## config.mk

```make
export PLATFORM = sky130hd
export DESIGN_NAME = classifier_vote_debouncer_core
export DESIGN_NICKNAME = d
export VERILOG_FILES = /design/src/cvd_pkg.sv /design/src/cvd_lane.sv /design/src/cvd_merge.sv /design/src/cvd_out_fifo.sv /design/src/classifier_vote_debouncer_core.sv
export SDC_FILE = /design/constraint.sdc
export NUM_CORES = 1
export LEC_CHECK = 0
export BUFFER_PORTS_ARGS = -buffer_cell sky130_fd_sc_hd__buf_2
export CORE_AREA = 5 5 154 156
export CTS_CLUSTER_DIAMETER = 100
export CTS_CLUSTER_SIZE = 24
export DETAILED_ROUTE_END_ITERATION = 8
export DIE_AREA = 0 0 159 161
export PLACE_DENSITY_LB_ADDON = 0.2
export REMOVE_ABC_BUFFERS = 1
export SYNTH_ARGS = -nofsm -noshare
export SYNTH_HDL_FRONTEND = slang
export SYNTH_SLANG_ARGS = --single-unit
```

## constraint.sdc

```tcl
create_clock -name clk -period 14.96 [get_ports clk]
set_input_delay 4.488 -clock clk [delete_from_list [all_inputs] [get_ports clk]]
set_output_delay 4.488 -clock clk [all_outputs]
set_load 0.005 [all_outputs]
```

## src/cvd_pkg.sv

```systemverilog
package cvd_pkg;

  localparam int SCORE_W  = 16;
  localparam int FRAMES_W = 6;
  localparam int IDX_W    = 2;
  localparam int ACTIVE_W = 3;
  localparam int MAX_LABELS = 4;

  localparam logic [SCORE_W-1:0]  IDLE_THRESHOLD = 16'd16384;
  localparam logic [ACTIVE_W-1:0] LABEL_NONE     = 3'd4;
  localparam logic [FRAMES_W-1:0] RUN_MAX        = 6'd63;

  // Configuration register indexes.
  localparam logic [2:0] REG_DEFAULT_THRESHOLD = 3'd0;
  localparam logic [2:0] REG_TAP_THRESHOLD     = 3'd1;
  localparam logic [2:0] REG_SHAKE_THRESHOLD   = 3'd2;
  localparam logic [2:0] REG_DEFAULT_FRAMES    = 3'd3;
  localparam logic [2:0] REG_TAP_FRAMES        = 3'd4;
  localparam logic [2:0] REG_SHAKE_FRAMES      = 3'd5;
  localparam logic [2:0] REG_IDLE_FRAMES       = 3'd6;
  localparam logic [2:0] REG_LABEL_KINDS       = 3'd7;

  typedef enum logic [1:0] {
    KIND_DEFAULT = 2'd0,
    KIND_TAP     = 2'd1,
    KIND_SHAKE   = 2'd2,
    KIND_IDLE    = 2'd3
  } kind_t;

  typedef struct packed {
    logic [SCORE_W-1:0]  default_thr;
    logic [SCORE_W-1:0]  tap_thr;
    logic [SCORE_W-1:0]  shake_thr;
    logic [FRAMES_W-1:0] default_frames;
    logic [FRAMES_W-1:0] tap_frames;
    logic [FRAMES_W-1:0] shake_frames;
    logic [FRAMES_W-1:0] idle_frames;
    logic [7:0]          label_kinds;
  } cfg_t;

  typedef struct packed {
    logic [SCORE_W-1:0]  score;
    kind_t               kind;
    logic                pass;
    logic [FRAMES_W-1:0] frames;
  } lane_t;

  typedef struct packed {
    logic [IDX_W-1:0] idx;
    lane_t            lane;
  } win_t;

  typedef struct packed {
    logic                fired;
    logic [1:0]          event_kind;
    logic [IDX_W-1:0]    winning_label;
    logic [SCORE_W-1:0]  winning_score;
    logic [ACTIVE_W-1:0] active_label;
  } result_t;

endpackage

```

## src/cvd_lane.sv

```systemverilog
// One label: looks up its kind and tests its score against that kind's threshold.
module cvd_lane (
  input  logic [cvd_pkg::SCORE_W-1:0] score,
  input  cvd_pkg::kind_t              kind,
  input  cvd_pkg::cfg_t               cfg,
  output cvd_pkg::lane_t              lane
);

  logic [cvd_pkg::SCORE_W-1:0]  thr;
  logic [cvd_pkg::FRAMES_W-1:0] frames;

  // Select threshold and run length by kind.
  always_comb begin
    unique case (kind)
      cvd_pkg::KIND_TAP: begin
        thr    = cfg.tap_thr;
        frames = cfg.tap_frames;
      end
      cvd_pkg::KIND_SHAKE: begin
        thr    = cfg.shake_thr;
        frames = cfg.shake_frames;
      end
      cvd_pkg::KIND_IDLE: begin
        thr    = cvd_pkg::IDLE_THRESHOLD;
        frames = cfg.idle_frames;
      end
      default: begin
        thr    = cfg.default_thr;
        frames = cfg.default_frames;
      end
    endcase
  end

  assign lane.score  = score;
  assign lane.kind   = kind;
  assign lane.pass   = (score >= thr);
  assign lane.frames = frames;

endmodule

```

## src/cvd_merge.sv

```systemverilog
// Picks the lane with the highest score; ties go to the lowest index.
module cvd_merge #(
  parameter int LABELS = 4
) (
  input  cvd_pkg::lane_t [LABELS-1:0] lanes,
  output cvd_pkg::win_t               win
);

  always_comb begin
    win.idx  = '0;
    win.lane = lanes[0];
    for (int i = 1; i < LABELS; i++) begin
      if (lanes[i].score > win.lane.score) begin
        win.idx  = cvd_pkg::IDX_W'(i);
        win.lane = lanes[i];
      end
    end
  end

endmodule

```

## src/cvd_out_fifo.sv

```systemverilog
// Two-entry result queue, so a new item is taken while a result waits.
module cvd_out_fifo (
  input  logic             clk,
  input  logic             rst,
  input  logic             push,
  input  cvd_pkg::result_t push_data,
  output logic             full,
  output logic             valid,
  input  logic             pop,
  output cvd_pkg::result_t head
);

  cvd_pkg::result_t mem [2];
  logic             wr_ptr;
  logic             rd_ptr;
  logic [1:0]       count;

  // Storage writes.
  always_ff @(posedge clk) begin
    if (push) begin
      mem[wr_ptr] <= push_data;
    end
  end

  // Pointers and fill count.
  always_ff @(posedge clk) begin
    if (rst) begin
      wr_ptr <= 1'b0;
      rd_ptr <= 1'b0;
      count  <= 2'd0;
    end else begin
      if (push) begin
        wr_ptr <= ~wr_ptr;
      end
      if (pop) begin
        rd_ptr <= ~rd_ptr;
      end
      count <= count + 2'(push) - 2'(pop);
    end
  end

  assign full  = (count == 2'd2);
  assign valid = (count != 2'd0);
  assign head  = mem[rd_ptr];

endmodule

```

## src/classifier_vote_debouncer_core.sv

```systemverilog
// Classifier vote debouncer. Each transfer on the input carries one Q1.15
// score per label; LABELS lanes test every label against its kind's threshold
// in parallel, a merge stage picks the highest score (lowest index on ties),
// and the run counter decides whether the active label moves. One item is
// taken every cycle unless the queue is full; its result enters a two-entry
// output queue in the next cycle; input ready drops only while both entries
// wait. The per-frame state update (candidate, run count, active label) is a
// single register stage, which sets the one-item-per-cycle figure.
module classifier_vote_debouncer_core #(
  parameter int LABELS = 4
) (
  input  logic                         clk,
  input  logic                         rst,
  input  logic                         cfg_we,
  input  logic [2:0]                   cfg_index,
  input  logic [cvd_pkg::SCORE_W-1:0]  cfg_data,
  input  logic                         in_valid,
  output logic                         in_ready,
  input  logic [cvd_pkg::SCORE_W-1:0]  score_0,
  input  logic [cvd_pkg::SCORE_W-1:0]  score_1,
  input  logic [cvd_pkg::SCORE_W-1:0]  score_2,
  input  logic [cvd_pkg::SCORE_W-1:0]  score_3,
  output logic                         out_valid,
  input  logic                         out_ready,
  output logic                         fired,
  output logic [1:0]                   event_kind,
  output logic [cvd_pkg::IDX_W-1:0]    winning_label,
  output logic [cvd_pkg::SCORE_W-1:0]  winning_score,
  output logic [cvd_pkg::ACTIVE_W-1:0] active_label
);

  cvd_pkg::cfg_t                  cfg;
  logic [cvd_pkg::SCORE_W-1:0]    scores [cvd_pkg::MAX_LABELS];
  cvd_pkg::lane_t [LABELS-1:0]    lanes;
  cvd_pkg::win_t                  win;
  cvd_pkg::result_t               res;
  cvd_pkg::result_t               head;
  logic                           fifo_full;
  logic                           accept;

  logic [cvd_pkg::ACTIVE_W-1:0]   accepted;
  logic [cvd_pkg::ACTIVE_W-1:0]   accepted_next;
  logic [cvd_pkg::ACTIVE_W-1:0]   candidate;
  logic [cvd_pkg::ACTIVE_W-1:0]   candidate_next;
  logic [cvd_pkg::FRAMES_W-1:0]   run_count;
  logic [cvd_pkg::FRAMES_W-1:0]   run_count_next;
  logic [cvd_pkg::FRAMES_W-1:0]   run_inc;

  assign scores[0] = score_0;
  assign scores[1] = score_1;
  assign scores[2] = score_2;
  assign scores[3] = score_3;

  // Configuration register writes.
  always_ff @(posedge clk) begin
    if (rst) begin
      cfg.default_thr    <= 16'd22938;
      cfg.tap_thr        <= 16'd32113;
      cfg.shake_thr      <= 16'd27853;
      cfg.default_frames <= 6'd5;
      cfg.tap_frames     <= 6'd18;
      cfg.shake_frames   <= 6'd3;
      cfg.idle_frames    <= 6'd4;
      cfg.label_kinds    <= 8'd0;
    end else if (cfg_we) begin
      unique case (cfg_index)
        cvd_pkg::REG_DEFAULT_THRESHOLD: cfg.default_thr    <= cfg_data;
        cvd_pkg::REG_TAP_THRESHOLD:     cfg.tap_thr        <= cfg_data;
        cvd_pkg::REG_SHAKE_THRESHOLD:   cfg.shake_thr      <= cfg_data;
        cvd_pkg::REG_DEFAULT_FRAMES:    cfg.default_frames <= cfg_data[5:0];
        cvd_pkg::REG_TAP_FRAMES:        cfg.tap_frames     <= cfg_data[5:0];
        cvd_pkg::REG_SHAKE_FRAMES:      cfg.shake_frames   <= cfg_data[5:0];
        cvd_pkg::REG_IDLE_FRAMES:       cfg.idle_frames    <= cfg_data[5:0];
        cvd_pkg::REG_LABEL_KINDS:       cfg.label_kinds    <= cfg_data[7:0];
        default: ;
      endcase
    end
  end

  // One lane per label.
  for (genvar g = 0; g < LABELS; g++) begin : g_lane
    cvd_lane u_lane (
      .score (scores[g]),
      .kind  (cvd_pkg::kind_t'(cfg.label_kinds[2*g +: 2])),
      .cfg   (cfg),
      .lane  (lanes[g])
    );
  end

  cvd_merge #(
    .LABELS (LABELS)
  ) u_merge (
    .lanes (lanes),
    .win   (win)
  );

  assign in_ready = ~fifo_full;
  assign accept   = in_valid & in_ready;

  // Debounce update for the winning label.
  always_comb begin
    accepted_next  = accepted;
    candidate_next = candidate;
    run_count_next = '0;
    run_inc        = '0;
    res.fired      = 1'b0;
    res.event_kind = 2'd0;
    if (win.lane.pass) begin
      if ({1'b0, win.idx} == candidate) begin
        run_inc = (run_count < cvd_pkg::RUN_MAX) ? run_count + 6'd1 : run_count;
      end else begin
        candidate_next = {1'b0, win.idx};
        run_inc        = 6'd1;
      end
      run_count_next = run_inc;
      if (run_inc >= win.lane.frames) begin
        run_count_next = win.lane.frames;
        if (accepted != candidate_next) begin
          accepted_next = candidate_next;
          if (win.lane.kind != cvd_pkg::KIND_DEFAULT) begin
            res.fired      = 1'b1;
            res.event_kind = 2'(win.lane.kind) - 2'd1;
          end
        end
      end
    end
    res.winning_label = win.idx;
    res.winning_score = win.lane.score;
    res.active_label  = accepted_next;
  end

  // Debounce state registers.
  always_ff @(posedge clk) begin
    if (rst) begin
      accepted  <= cvd_pkg::LABEL_NONE;
      candidate <= cvd_pkg::LABEL_NONE;
      run_count <= '0;
    end else if (accept) begin
      accepted  <= accepted_next;
      candidate <= candidate_next;
      run_count <= run_count_next;
    end
  end

  cvd_out_fifo u_out_fifo (
    .clk       (clk),
    .rst       (rst),
    .push      (accept),
    .push_data (res),
    .full      (fifo_full),
    .valid     (out_valid),
    .pop       (out_valid & out_ready),
    .head      (head)
  );

  assign fired         = head.fired;
  assign event_kind    = head.event_kind;
  assign winning_label = head.winning_label;
  assign winning_score = head.winning_score;
  assign active_label  = head.active_label;

endmodule

```

---- After elaboration in Yosys (flattened, before gate mapping) ----
Memories as Yosys holds them, arrays and structs flattened. A register that Yosys moved wholly into a read port is not among the register bits.
Index checks and enable logic that the tools add are counted.
word-level totals
  register bits after elaboration ......... 96
  bits in latches ......................... 0
  memory bits (writable) .................. 48
  memory bits (read-only) ................. 0
  bits of input ports ..................... 88
  memories kept ........................... 1
memory list
  name            depth  width  rd ports  clocked after Yosys merged registers in  write ports  RTL line            source
  u_out_fifo.mem  2      24     1         1                                        1            cvd_out_fifo.sv:13  cvd_pkg::result_t mem [2];
operators by class
  add/subtract/negate cells ............... 4
  multipliers ............................. 0
  div/mod/pow operators ................... 0
  magnitude comparators ................... 9
  equality and inequality tests ........... 22
  shift-type cells ........................ 0
  mux-type cells .......................... 29
  bitwise gates (word level) .............. 5
  reductions and logical operators ........ 12
operators by type and width
  cell                 count
  $pmux 16 s3          4
  $pmux 6 s3           4
  $ge 16x16->1         4
  $mux 27              2
  $gt 16x16->1         3
  $mux 6               5
  $mux 3               9
  $mux 26              1
  $eq 2x2->1 const B   9
  $reduce_and 2->1     9
  $eq 3x3->1 const B   4
  $eq 2x1->1 const B   4
  $add 6x1->6 const B  1
  $eq 3x2->1 const B   2
  $ge 6x6->1           1
  $lt 6x6->1 const B   1
  $mux 1               4
  $reduce_bool 2->1    2
  $eq 2x3->1           1
  $eq 3x1->1 const B   1
  $logic_not 3->1      1
  $ne 3x3->1           1
  $not 1->1            3
  $add 2x1->2          1
  other kinds (3)      4

---- Longest topological paths before layout ----
Gate-level depths: netlist (run 1).
  depth after elaboration ................. 15
  gate-level depth with buffers ........... 38
  gate-level depth less buffers ........... 33

---- Modules after synthesis ----
Synthesis (run 1) repeated with hierarchy kept, for this count alone.
second synthesis, totals
  cell total of the unflattened synthesis .. 1457
  area, all modules ....................... 12774.8 µm²
modules (own cells, without submodules)
  module                           instances  cells an instance  area each (µm²)  seq. area each (µm²)
  classifier_vote_debouncer_core   1          459                3856.2           1841.8
  cvd_lane (g_lane[0].u_lane ...)  3          120                985.9            0.0
  cvd_merge                        1          420                2921.6           0.0
  cvd_out_fifo                     1          96                 2057.0           1541.5
  cvd_lane (g_lane[1].u_lane)      1          122                982.2            0.0

---- Least setup slack after synthesis (run 1) ----
No wires, ideal clock.
  path kind ............................... in2reg
  start point ............................. input port score_0[15] in the netlist's numbering
  end point ............................... memory u_out_fifo.mem[0][21] in the netlist's numbering (data pin)
  setup time .............................. 259 ps
  arrival time ............................ 12207 ps
  required time ........................... 14701 ps
  slack ................................... 2495 ps
  stages on the path ...................... 36
  buffers on the path ..................... 5
  cells stage by stage .................... inv_1 -> ha_1 -> nand4_2 -> or4_4 -> or2_1 -> o31a_2 -> buf_6 -> buf_4 -> mux2i_1 -> ha_1 -> a21oi_1 -> nand2_1 -> a221o_1 -> o31ai_4 -> buf_4 -> clkbuf_1 -> o21ai_0 -> ha_1 -> nand4_1 -> or3_1 -> a21o_1 -> a31o_2 -> clkbuf_1 -> a31oi_1 -> nand3_1 -> and2_1 -> ha_1 -> nand2b_1 -> a21o_1 -> a21o_1 -> a21o_1 -> a21o_1 -> a21oi_1 -> a311oi_4 -> o31a_1 -> and3b_1
RTL lines
  element      RTL line                              source
  from (decl)  classifier_vote_debouncer_core.sv:19  input logic [cvd_pkg::SCORE_W-1:0] score_0,
  to (decl)    cvd_out_fifo.sv:13

==> results summary, run 1 <==
The max-slew violation count came out at 0. CTS built an H-tree with a depth of 4. Buffers inserted during clock tree synthesis total 17. Of the total synthesized cell area, the portion taken by AND, OR, NAND and NOR gates is a little under a fifth.

In the final design database the tool counted 1519 nets. The critical path in this run is classified as in -> reg. The residual overflow from global routing came out at 0. The shortest period the worst path allows came out at between 10 and 15 ns. The worst hold path terminates at cfg[30]$_SDFFE_PP0P_.

The initial antenna violation count is 0. The number of setup buffers added after CTS came out at 0. The setup-violating endpoint count in the final report is 0. The number of standard-cell rows in the floorplan is 55. In this run the critical register-to-register path is launched from cfg[2]$_SDFFE_PP0P_. The horizontal die dimension came out at roughly 160 µm. The routed length per instance is 20.2 µm. Clock skew on the completed layout was measured at 0.00592 ns. After legalization and detailed placement, the total HPWL measured 24400 µm.

The startpoint identified for the worst hold timing path is cfg[30]$_SDFFE_PP0P_. The number of vias after detailed routing came out at 9507. The area fraction in compound gates after synthesis came out at 15.9%. After clock tree synthesis, the clock-pin slew on the worst setup and hold paths is roughly 0.070 ns. The number of placed I/O pins came out at about 110. The slack of the critical path is 1.90 ns.

CTS saw 145 sinks. The XOR/XNOR share of the synthesized area is 0.722%. The layout filler cell count came out at around 2100. STA classifies the critical path endpoint as a register. The leakage power total is 5.07 nW. The height of the chip is approximately 160 µm. The worst-case vdd ir drop is 0.0762 mV. The clock reaches the later pin of the worst-skew pair after 0.43 ns. The first global-routing pass estimated between 50000 and 60000 µm of wire. The final-report hold violation count is 0. The overall routing resource usage came out at between 20 and 30%.

The worst register-to-register path ends at u_out_fifo.mem[1][21]$_DFFE_PP_. The longest individual stage delay on the worst path is approximately 0.70 ns. The min-delay analysis places its worst path in the category reg -> reg. The total of warnings raised by yosys came out at 0.

The maximum number of buffers from clock root to sink is 2. In the routed layout, each cell is associated on average with a via count of 5.91. The share of the synthesized area in the top cell type is 17.8%. The most frequent cell after synthesis is sky130_fd_sc_hd__nand2_1. The number of buffers added to fix hold violations after cts is 0. The accumulated negative setup slack is 0 ns. The number of synthesized register bits came out at around 150.

The commonest cells after synthesis are sky130_fd_sc_hd__nand2_1 (197), sky130_fd_sc_hd__a21oi_1 (136), sky130_fd_sc_hd__ha_1 (121). The share of flip-flops with an asynchronous set or reset is 0%. The detailed-route DRC error count is 0.

The initial DRC count is 727. Of the cells placed in the final design, the portion with a size suffix greater than 1 is 18.2%. The number of enable-type register cells in the synthesized netlist is 48. The initial core utilization is 49.1%. Setup repair after global routing left no endpoint under its margin. The most used flip-flop cell after synthesis is sky130_fd_sc_hd__dfxtp_1. The synthesized area divided by synthesized cell count came out at 8.85 µm².

By area the synthesized netlist is led by sky130_fd_sc_hd__dfxtp_1 (18%), sky130_fd_sc_hd__ha_1 (14%), sky130_fd_sc_hd__edfxtp_1 (13%). The detailed-router iteration count before antenna repair came out at 6. Once detail routing completed, the nets flagged for antenna violations numbered 0. In this run the register-to-register setup slack is 10.63 ns. The multiplexer area fraction after synthesis is about 17%.

The total core area came out at 0.0222 mm². The distinct cell type count after synthesis came out at 75. Across the run, the number of max-cap violations was 0. The buffer cell driving the clock tree root is sky130_fd_sc_hd__clkbuf_16. For this block, the routed nets add up to 32500 µm of wire. Dividing total power by cell area gives a power density of roughly 110 mW/mm². After synthesis the cells add up to approximately 0.011 mm². The data required time of the critical path came out at 15.14 ns. The flow ran to the end, and the final reports show no timing, DRC or antenna violations. The cell depth of the worst min-delay path is 2. Dividing the final minimum period by the clock period gives 87.3%. The maximum number of pins on one net before global-route repair is 69. Sequential elements use a little over 30% of the synthesized area. The via count of the first global-routing pass is 9213. The maximum clock frequency is 76.6 MHz. The highest fanout seen on the critical path came out at 38.

Timing analysis after detailed placement gives a worst setup slack of 1.53 ns. The post-cts sizing count came out at 0. STA classifies the critical path startpoint as an input port.

The cell taking the most area after synthesis is sky130_fd_sc_hd__dfxtp_1. TritonCTS built the clock tree. The data arrival time at the worst-slack endpoint is 13.24 ns.

The number of inserted diodes is 0. The actual transition at the worst max-transition pin came out at 1.08 ns. The finished cells cover 0.0123 mm².

The congestion estimate from routability-driven global placement came to 0.914. The number of cells on the worst reg-to-reg path is 15. The placed instances occupy a cell area of 0.0117 mm². The number of instances in the synthesized netlist is about 1200. The area growth from synthesis to final layout is 12.4%. The arithmetic-cell share of the synthesized area counting full adders, half adders and majority gates is 13.9%. The number of buffers inserted by port buffering came out at 113. The relative max-transition margin came out at 28.0%. For this design, the slowest cell found on the critical path is sky130_fd_sc_hd__nor4_1. The full die area came out at 0.0256 mm². The combinational family with the most area after synthesis is simple AND/OR/NAND/NOR gates.
## power breakdown
group	internal, W	switching [W]	total, W	leakage [nW]
logic	0.000171	0.000227	0.000398	3.56
clock network	0.000239	0.000182	0.000421	0.275
registers	0.000468	0.0000301	0.000498	1.24
total	0.000878	0.000439	0.00132	5.07
## per-stage QoR
step / util (%) / std cells / total power [W] / hold slack, ns
6_report: 55.2 / 1608 / 0.00132 / 0.498
3_3_place_gp: 52.6 / 1576 / 0.000896 / 0.477
2_1_floorplan: - / 1158 / 0.000757 / 0.443
3_5_place_dp: 52.6 / 1576 / 0.000904 / 0.487
4_1_cts: 55.2 / 1608 / 0.00132 / 0.500
5_1_grt: 55.2 / 1608 / 0.00139 / 0.530
## cell type report
cell class / count / area (µm²) / area share [%]
clock buffer: 21 / 460 / 3.75
clock inverter: 11 / 105 / 0.857
inverter: 30 / 113 / 0.918
multi-input combinational: 983 / 7130 / 58.1
sequential: 145 / 3380 / 27.6
tap: 285 / 357 / 2.91
timing repair buffer: 133 / 716 / 5.83
## worst max-delay path: cells and delay by family
kind                     cells  cell delay (ns)
AND/OR/NAND/NOR              9             2.48
multiplexers                 1             0.34
AO/OA/AOI/OAI               15             3.74
adder cells (fa/ha/maj)      4             1.20
buffers and inverters        4             0.97
## worst max path at each step
stage	cells after the start	slack [ns]	endpoint	start
floorplan	29	1.99	u_out_fifo.mem[0][21]$_DFFE_PP_	score_0[15]
global placement	34	1.73	u_out_fifo.mem[0][21]$_DFFE_PP_	score_0[15]
detailed placement	33	1.53	u_out_fifo.mem[0][21]$_DFFE_PP_	score_0[15]
CTS	34	1.98	u_out_fifo.mem[1][21]$_DFFE_PP_	score_0[15]
global route	33	1.23	u_out_fifo.mem[1][21]$_DFFE_PP_	score_0[15]
finish	33	1.90	u_out_fifo.mem[1][21]$_DFFE_PP_	score_0[15]
## flip-flops by register name (all words and copies together) (netlist names), named ones only
register / count
cfg: 80
u_out_fifo.mem: 48
run_count: 6
accepted: 3
candidate: 3
u_out_fifo.count: 2
u_out_fifo.rd_ptr: 1
u_out_fifo.wr_ptr: 1
## routing by layer
layer,vias up,track usage (%),share of wire (%)
met1,4457,35.5,46
li1,4645,-,-
met5,-,0,0
met4,0,7.44,1.9
met3,47,4.59,8.0
met2,358,39.1,44
## kinds of logic (layout without fill, tap and decap cells)
logic type | count (synthesis) | count (layout)
AO/OA/AOI/OAI | 279 | 279
XOR/XNOR | 9 | 9
adder cells (fa/ha/maj) | 121 | 121
buffers and inverters | 105 | 195
flip-flops | 145 | 145
multiplexers | 146 | 146
AND/OR/NAND/NOR | 428 | 428
## placed cells by master, fill, tap and decap left out, drive strengths merged, types with 5 or more instances in the layout
| master | count |
|---|---|
| and2 | 7 |
| nand2 | 197 |
| nor3 | 6 |
| mux2i | 92 |
| o31ai | 9 |
| edfxtp | 48 |
| nand3 | 18 |
| o21ai | 52 |
| xnor2 | 6 |
| a31o | 5 |
| a21o | 21 |
| clkinv | 5 |
| a31oi | 5 |
| clkbuf | 21 |
| a211o | 5 |
| nor4 | 5 |
| a21oi | 138 |
| mux4 | 24 |
| nor3b | 8 |
| o31a | 5 |
| nor2b | 16 |
| dfxtp | 97 |
| o21a | 6 |
| buf | 133 |
| inv | 33 |
| nand4 | 17 |
| nor2 | 100 |
| ha | 121 |
| mux2 | 30 |
| nand3b | 31 |
| and3 | 6 |
| o211ai | 6 |
| a311oi | 7 |
(Power assumes the default switching activity.)
==> run 2, diff against run 1 <==
--- a/config.mk
+++ b/config.mk
@@ -6,11 +6,11 @@
 export NUM_CORES = 1
 export LEC_CHECK = 0
 export BUFFER_PORTS_ARGS = -buffer_cell sky130_fd_sc_hd__buf_2
-export CORE_AREA = 5 5 154 156
+export CORE_AREA = 5 5 111 217
 export CTS_CLUSTER_DIAMETER = 100
 export CTS_CLUSTER_SIZE = 24
 export DETAILED_ROUTE_END_ITERATION = 8
-export DIE_AREA = 0 0 159 161
+export DIE_AREA = 0 0 116 222
 export PLACE_DENSITY_LB_ADDON = 0.2
 export REMOVE_ABC_BUFFERS = 1
 export SYNTH_ARGS = -nofsm -noshare
==> run 2 against run 1 <==
Against the previous run:
- register-to-register slack got worse by 0.07 ns
- first-iteration DRC count shrank 9.8%
- highest routed layer unchanged
- critical path depth grew 1
- power is 0.12% lower
- clock power hardly changed
- critical endpoint unchanged
- design area barely moved
- combinational power barely moved
- core utilization is 0.20 points higher
- cell count fell by 0.37%
- sequential power about the same
==> results summary, run 2 (same netlist as run 1, synthesis figures left out) <==
The H-tree depth reported by CTS is 4 (unchanged). The actual transition at the worst max-transition pin was 1.11 ns (+0.0346 ns). Counting flops per register, the top entry is cfg.

The initial antenna violation count came out at 2 (+2). The weighted congestion reported at the end of routability-driven placement was 0.937 (+2.5%). The total wire length came to 31500 µm (-3.2%). The CTS tree is built. The shortest period the worst path allows came out at 13.13 ns (+0.0682 ns). Clock tree synthesis selected as its root buffer the cell sky130_fd_sc_hd__clkbuf_16.

Tracing the worst setup path back leads to its startpoint at score_0[15]. The total number of nets in the final design is 1520 (+0.066%). The largest registers in the layout are cfg x80, u_out_fifo.mem x48, run_count x6. The placed wire-length estimate is 25400 µm (+4.4%).

The data required time of the critical path is 15.16 ns (+0.02 ns). The residual overflow from global routing was 0 (unchanged). The detailed-router iteration count before antenna repair came to 5 (-1). STA classifies the critical path startpoint as an input port.

The share of post-route cells with drive strength above 1 came out at 18.1% (-0.089 points). The accumulated negative setup slack was 0 ns (unchanged). The maximum clock frequency was 76.2 MHz (-0.52%). The max-slew violation count is 0 (unchanged).

The number of buffers added to fix hold violations after cts came out at 0 (unchanged). The worst min-delay path class is reg -> reg. The power density of the placed cells is 107 mW/mm² (-0.17%). The share of the clock period used by the worst path came to 87.7% (+0.46 points).

The category of the most critical setup path is in -> reg. The horizontal die dimension is 116 µm (-27%). The leakage power total came out at 5.08 nW (about the same). The number of setup buffers added after CTS came out at 0 (unchanged). In the layout the commonest cells are sky130_fd_sc_hd__nand2_1 (197), sky130_fd_sc_hd__a21oi_1 (136), sky130_fd_sc_hd__ha_1 (121), sky130_fd_sc_hd__buf_2 (113), sky130_fd_sc_hd__nor2_1 (98).

The number of buffers inserted by port buffering is 113 (unchanged). The final hold slack is 0.458 ns (-0.0397 ns). The maximum number of buffers from clock root to sink came out at 2 (unchanged). The TritonCTS buffer count came out at 17 (unchanged). The startpoint identified for the worst register-to-register timing path is cfg[6]$_SDFFE_PP0P_.

The worst-case vdd ir drop is 0.0720 mV (-5.5%). The maximum number of pins on one net before global-route repair is 69 (unchanged). The overall routing resource usage came out at 25.0% (about the same). The wire length of the first global-routing pass is 49700 µm (-2.8%). The number of logic stages on the critical path including buffering is 34 (+3.0%). Broken down by cell family, the worst path's largest delay share belongs to compound AO/OA/AOI/OAI gates. The internal reg-to-reg setup slack is 10.56 ns (-0.07 ns). The number of buffers and inverters on the critical path is 4 (unchanged). The number of placed I/O pins is 114 (unchanged).

The run finished with clean final reports. The flip-flop count of the largest register, all copies and words added is 80 (unchanged). The routed length per instance is 19.7 µm (-2.8%).

The number of standard-cell rows in the floorplan is 77 (+40%). The slack of the critical path came out at 1.83 ns (-0.0682 ns). The final-report hold violation count came out at 0 (unchanged). The initial core utilization is 49.3% (+0.15 points).

The worst clock skew came to 0.00841 ns (+0.00248 ns). The cell depth of the worst min-delay path came to 2 (unchanged). The number of cells on the worst reg-to-reg path is 13 (-2). Setup repair after global routing left no endpoint under its margin.

The setup-violating endpoint count in the final report came out at 0 (unchanged). The height of the chip was 222 µm (+38%). The initial DRC count came out at 656 (-9.8%). The detailed-route DRC error count came to 0 (unchanged). STA classifies the critical path endpoint as a register. The commonest non-fill, non-tap cell in the layout is sky130_fd_sc_hd__nand2_1. The total core area is 0.0222 mm² (-0.31%). The data arrival time at the worst-slack endpoint is 13.33 ns (+0.09 ns).

The capturing instance or port of the critical path is u_out_fifo.mem[1][21]$_DFFE_PP_. The relative max-transition margin came out at 25.7% (-2.3 points). The number of vias after detailed routing was 9337 (-1.8%). The latest clock arrival within the worst-skew pair came out at 0.45 ns (+0.02 ns).

The endpoint identified for the worst register-to-register timing path is u_out_fifo.mem[0][22]$_DFFE_PP_. The number of clock sinks was 145 (unchanged). The full die area came out at 0.0258 mm² (+0.60%). The layout filler cell count is 2086 (-0.43%).

The register clock-pin slew on the reported worst setup and hold paths is 0.07 ns (about the same). Counting stages on the worst path, the most repeated cell is sky130_fd_sc_hd__a21o_1. The post-cts sizing count came out at 0 (unchanged).

The number of routed nets with antenna violations came out at 0 (unchanged). The via count of the first global-routing pass came out at 9305 (+1.0%). The area growth from synthesis to final layout was 12.4% (about the same). The per-cell via count in the routed design is 5.83 (-1.4%). The worst slack at placement is 1.47 ns (-0.0613 ns). The slowest library cell on the worst path is sky130_fd_sc_hd__a21oi_1. The max capacitance violation total is 0 (unchanged).

The longest individual stage delay on the worst path was 0.65 ns (-0.05 ns). The highest fanout seen on the critical path came out at 45 (+18%).
run 2: changes by cell type in the layout (fill, tap and decap cells not counted), sizes merged:
| cell | before | now |
|---|---|---|
| clkbuf | 21 | 18 |
| diode | 0 | 2 |
| inv | 33 | 36 |
| buf | 133 | 134 |
run 2: area by class of cell:
class | count | area, µm² | area share [%]
diodes | 2 | 5.00 | 0.0408
clock buffers | 18 | 429 | 3.50
clock inverters | 14 | 151 | 1.23
inverters | 30 | 113 | 0.918
multi-input cells | 983 | 7120 | 58.0
flip-flops and latches | 145 | 3380 | 27.6
well taps | 276 | 345 | 2.81
repair buffers | 134 | 723 | 5.89
run 2: how the worst min path moves through the flow:
stage,start,to,slack (ns)
6_report,cfg[4]$_SDFFE_PP0P_,cfg[4]$_SDFFE_PP0P_,0.46
5_1_grt,cfg[4]$_SDFFE_PP0P_,cfg[4]$_SDFFE_PP0P_,0.49
4_1_cts,cfg[4]$_SDFFE_PP0P_,cfg[4]$_SDFFE_PP0P_,0.46
3_5_place_dp,cfg[4]$_SDFFE_PP0P_,cfg[4]$_SDFFE_PP0P_,0.45
3_3_place_gp,cfg[4]$_SDFFE_PP0P_,cfg[4]$_SDFFE_PP0P_,0.44
2_1_floorplan,accepted[2]$_SDFFE_PP1P_,accepted[2]$_SDFFE_PP1P_,0.44
run 2: per-layer routing:
metal | GRT usage, % | up-vias | wire (µm)
met5 | 0 | - | 0
met3 | 3.63 | 82 | 1110
met4 | 14.7 | 0 | 1800
li1 | - | 4635 | -
met2 | 44.6 | 230 | 16500
met1 | 27.2 | 4390 | 12000
run 2: worst min-delay path, stage by stage (launching register included):
cell and delay (ns):
sky130_fd_sc_hd__dfxtp_1 0.31, sky130_fd_sc_hd__nand2_1 0.05, sky130_fd_sc_hd__a21oi_1 0.05
run 2: through the flow:
step	power [W]	area [µm²]	utilization (%)	std cells
3_5_place_dp	0.000903	11700	52.7	1568
4_1_cts	0.00133	12300	55.4	1600
5_1_grt	0.00139	12300	55.4	1602
3_3_place_gp	0.000893	11700	52.7	1568
6_report	0.00132	12300	55.4	1602
2_1_floorplan	0.000757	10600	-	1158
run 2: power by group:
part / switching [W] / total, W / internal [W]
clock network: 0.000187 / 0.000422 / 0.000235
registers: 0.0000304 / 0.000499 / 0.000468
logic: 0.000224 / 0.000395 / 0.000171
total: 0.000441 / 0.00132 / 0.000874
==> run 3, diff against run 2 <==
==> constraint.sdc (replaced) <==
create_clock -name clk -period 12.7 [get_ports clk]
set_input_delay 3.81 -clock clk [delete_from_list [all_inputs] [get_ports clk]]
set_output_delay 3.81 -clock clk [all_outputs]
set_load 0.005 [all_outputs]
==> run 3 against run 2 <==
Against the previous run:
- non-clock buffer count rose by 1
- clock-buffer cell count is the same
- design area rose by 0.15%
- critical path type unchanged
- highest routed layer unchanged
- register-to-register slack lost 2.2 ns
- largest cell class unchanged
==> results summary, run 3 (same netlist as run 1, synthesis figures left out) <==
The initial DRC count is 525 (-20%). The worst clock skew is 0.0110 ns (+0.00260 ns). The share of the clock period used by the worst path is a little over nine tenths. The via count of the first global-routing pass came out at 9610 (+3.3%).

The longest individual stage delay on the worst path is 0.67 ns (+0.02 ns). TritonCTS built the clock tree. The weighted congestion reported at the end of routability-driven placement came out at 0.942 (+0.54%).

The largest registers in the layout are cfg x80, u_out_fifo.mem x48, run_count x6. The startpoint of the worst register-to-register path is cfg[7]$_SDFFE_PP0P_. The number of placed I/O pins was 114 (unchanged).

The maximum number of pins on one net before global-route repair came out at 73 (+5.8%). In this run the most critical hold path is launched from cfg[3]$_SDFFE_PP0P_. The overall routing resource usage came out at 25.6% (+0.56 points). The switching part of the total power is 32.4% (-1.1 points).

The latest clock arrival within the worst-skew pair is 0.44 ns (about the same). The critical path is of the in -> reg type. The flow ran to the end, and the final reports show no timing, DRC or antenna violations. The number of buffers added to fix hold violations after cts came out at 0 (unchanged).

The endpoint identified for the worst register-to-register timing path is u_out_fifo.mem[0][21]$_DFFE_PP_. The data arrival time at the worst-slack endpoint came to 12.24 ns (-1.09 ns). The cell internal power dissipation came to 0.00106 W (+22%).

The routed length per instance came out at 20.2 µm (+2.8%). The leakage power total came to 5.10 nW (+0.43%). The cell depth of the worst min-delay path is 2 (unchanged). The worst min-delay path class is reg -> reg. The number of buffers inserted by port buffering was 113 (unchanged). The per-cell via count in the routed design was 5.93 (+1.7%). For hold timing, the worst endpoint is cfg[3]$_SDFFE_PP0P_. The residual overflow from global routing came out at 0 (unchanged). The data required time of the critical path is 12.89 ns (-2.27 ns). The worst-case vdd ir drop came to 0.0894 mV (+24%). The full die area is 0.0258 mm² (unchanged). The number of clock sinks is 145 (unchanged). Leaving out fill and tap cells, the most frequent cells in the layout are sky130_fd_sc_hd__nand2_1 (197), sky130_fd_sc_hd__a21oi_1 (136), sky130_fd_sc_hd__ha_1 (121), sky130_fd_sc_hd__buf_2 (113), sky130_fd_sc_hd__nor2_1 (98). The internal reg-to-reg setup slack came to 8.37 ns (-2.19 ns). The number of buffers and inverters on the critical path came out at 4 (unchanged). The max capacitance violation total came out at 0 (unchanged). The flip-flop count of the largest register, all copies and words added came out at 80 (unchanged). The TritonCTS buffer count came to 17 (unchanged). The met2 track utilization from global routing is 46.0% (+1.4 points). Leaving out fill and tap cells, the most frequent cell in the layout is sky130_fd_sc_hd__nand2_1. Setup repair after global routing left no endpoint under its margin.

The number of cells in the design after placement is 1569 (+0.064%). The shortest period the worst path allows is about 12 ns. The detailed-router iteration count before antenna repair is 5 (unchanged). The horizontal die dimension came out at 116 µm (unchanged). The accumulated negative setup slack came out at 0 ns (unchanged). The number of cells on the worst reg-to-reg path is 13 (unchanged). The largest individual stage delay along the critical path comes from the cell sky130_fd_sc_hd__o31a_2. The wire length of the first global-routing pass came to 50500 µm (+1.6%). The highest fanout seen on the critical path is 29 (-36%).

The number of vias after detailed routing came out at 9488 (+1.6%). The number of standard-cell rows in the floorplan was 77 (unchanged). The number of cells in the finished layout apart from fillers came to 1601 (-0.062%). The initial core utilization came out at 49.3% (unchanged). CTS placed an instance of sky130_fd_sc_hd__clkbuf_16 at the clock tree root. The post-cts sizing count came out at 0 (unchanged).

The share of post-route cells with drive strength above 1 is 18.1% (about the same). STA classifies the critical path endpoint as a register. The worst setup path is launched from an input port. The maximum number of buffers from clock root to sink came out at 2 (unchanged). The total core area is 0.0222 mm² (unchanged).

The relative max-transition margin came out at 23.0% (-2.7 points). The power share of the clock group is 32.6% (+0.5 points). The height of the chip came out at 222 µm (unchanged). The total number of nets in the final design came to 1521 (+0.066%). The actual transition at the worst max-transition pin came out at 1.15 ns (+0.0401 ns). The number of setup buffers added after CTS came to 0 (unchanged). The number of inserted diodes was 0 (-2). The logic gate share of total power is 30.1% (about the same). The final-report hold violation count is 0 (unchanged). The cell family with the largest share of critical-path delay is compound AO/OA/AOI/OAI gates. The setup-violating endpoint count in the final report was 0 (unchanged). The register clock-pin slew on the reported worst setup and hold paths is 0.06 ns (about the same). The placed wire-length estimate is 25600 µm (+0.56%).

Counting flops per register, the top entry is cfg. The detailed-route DRC error count is 0 (unchanged). The H-tree depth reported by CTS came to 4 (unchanged).

The max-slew violation count came out at 0 (unchanged). The area growth from synthesis to final layout came out at 12.6%. The maximum clock frequency is 83.0 MHz. The initial antenna violation count is 0 (-2). The net load switching power is 0.000510 W (+16%).

The peak-usage layer in the global routing report is met2. The number of routed nets with antenna violations is 0 (unchanged). The met3 global-route usage came to 2.95% (-0.68 points). The met1 track demand over resource came to 27.3% (+0.091 points).

The power density of the placed cells is 128 mW/mm² (+19%). The sequential power share was 37.3% (-0.6 points). The total wire length was 32400 µm (+2.7%).
-- run 3: power by group through the flow --
stage	combinational [W]	clock [W]	sequential (W)
2_1_floorplan	0.000302	0	0.000590
3_3_place_gp	0.000464	0	0.000594
3_5_place_dp	0.000474	0	0.000598
4_1_cts	0.000477	0.000523	0.000588
5_1_grt	0.000525	0.000541	0.000595
6_report	0.000474	0.000514	0.000587
-- run 3: how the worst max path moves through the flow --
stage / startpoint / endpoint / cells after the start
5_1_grt: score_0[15] / u_out_fifo.mem[0][21]$_DFFE_PP_ / 34
3_5_place_dp: score_0[15] / u_out_fifo.mem[0][21]$_DFFE_PP_ / 34
6_report: score_0[15] / u_out_fifo.mem[0][21]$_DFFE_PP_ / 34
3_3_place_gp: score_0[15] / u_out_fifo.mem[0][21]$_DFFE_PP_ / 34
4_1_cts: score_0[15] / u_out_fifo.mem[0][21]$_DFFE_PP_ / 34
2_1_floorplan: score_0[15] / u_out_fifo.mem[0][21]$_DFFE_PP_ / 29
-- run 3: worst reg2reg max path, cell delays in order (launching register included) --
cell and delay [ns]:
sky130_fd_sc_hd__dfxtp_1 0.64, sky130_fd_sc_hd__buf_4 0.42, sky130_fd_sc_hd__mux2i_1 0.23, sky130_fd_sc_hd__nor2_1 0.05, sky130_fd_sc_hd__a21oi_1 0.25, sky130_fd_sc_hd__ha_1 0.19
sky130_fd_sc_hd__nand2_1 0.08, sky130_fd_sc_hd__o21ai_0 0.41, sky130_fd_sc_hd__a2111oi_0 0.14, sky130_fd_sc_hd__o31ai_1 0.77, sky130_fd_sc_hd__nor2_1 0.16, sky130_fd_sc_hd__a311oi_4 0.42
sky130_fd_sc_hd__o31a_1 0.25, sky130_fd_sc_hd__and3b_1 0.18
-- run 3: per-stage QoR --
step / hold slack (ns) / setup WS, ns / power (W) / utilization, % / cell area [µm²]
floorplan: 0.443 / 0.411 / 0.000892 / - / 10600
global placement: 0.443 / 0.298 / 0.00106 / 52.8 / 11700
detailed placement: 0.452 / 0.230 / 0.00107 / 52.8 / 11700
CTS: 0.461 / 0.670 / 0.00159 / 55.5 / 12300
global route: 0.477 / 0.0766 / 0.00166 / 55.5 / 12300
finish: 0.460 / 0.645 / 0.00157 / 55.5 / 12300
-- run 3: area by class of cell --
type | count | area, µm²
well taps | 276 | 345
fillers | 2075 | 9870
clock inverters | 14 | 163
repair buffers | 135 | 731
multi-input cells | 983 | 7130
inverters | 30 | 113
clock buffers | 18 | 429
flip-flops and latches | 145 | 3380
-- run 3: per-layer routing --
metal | share of wire [%] | vias to the layer above
met1 | 37 | 4493
met3 | 4.0 | 92
met5 | 0 | -
met4 | 6.4 | 0
li1 | - | 4638
met2 | 53 | 265
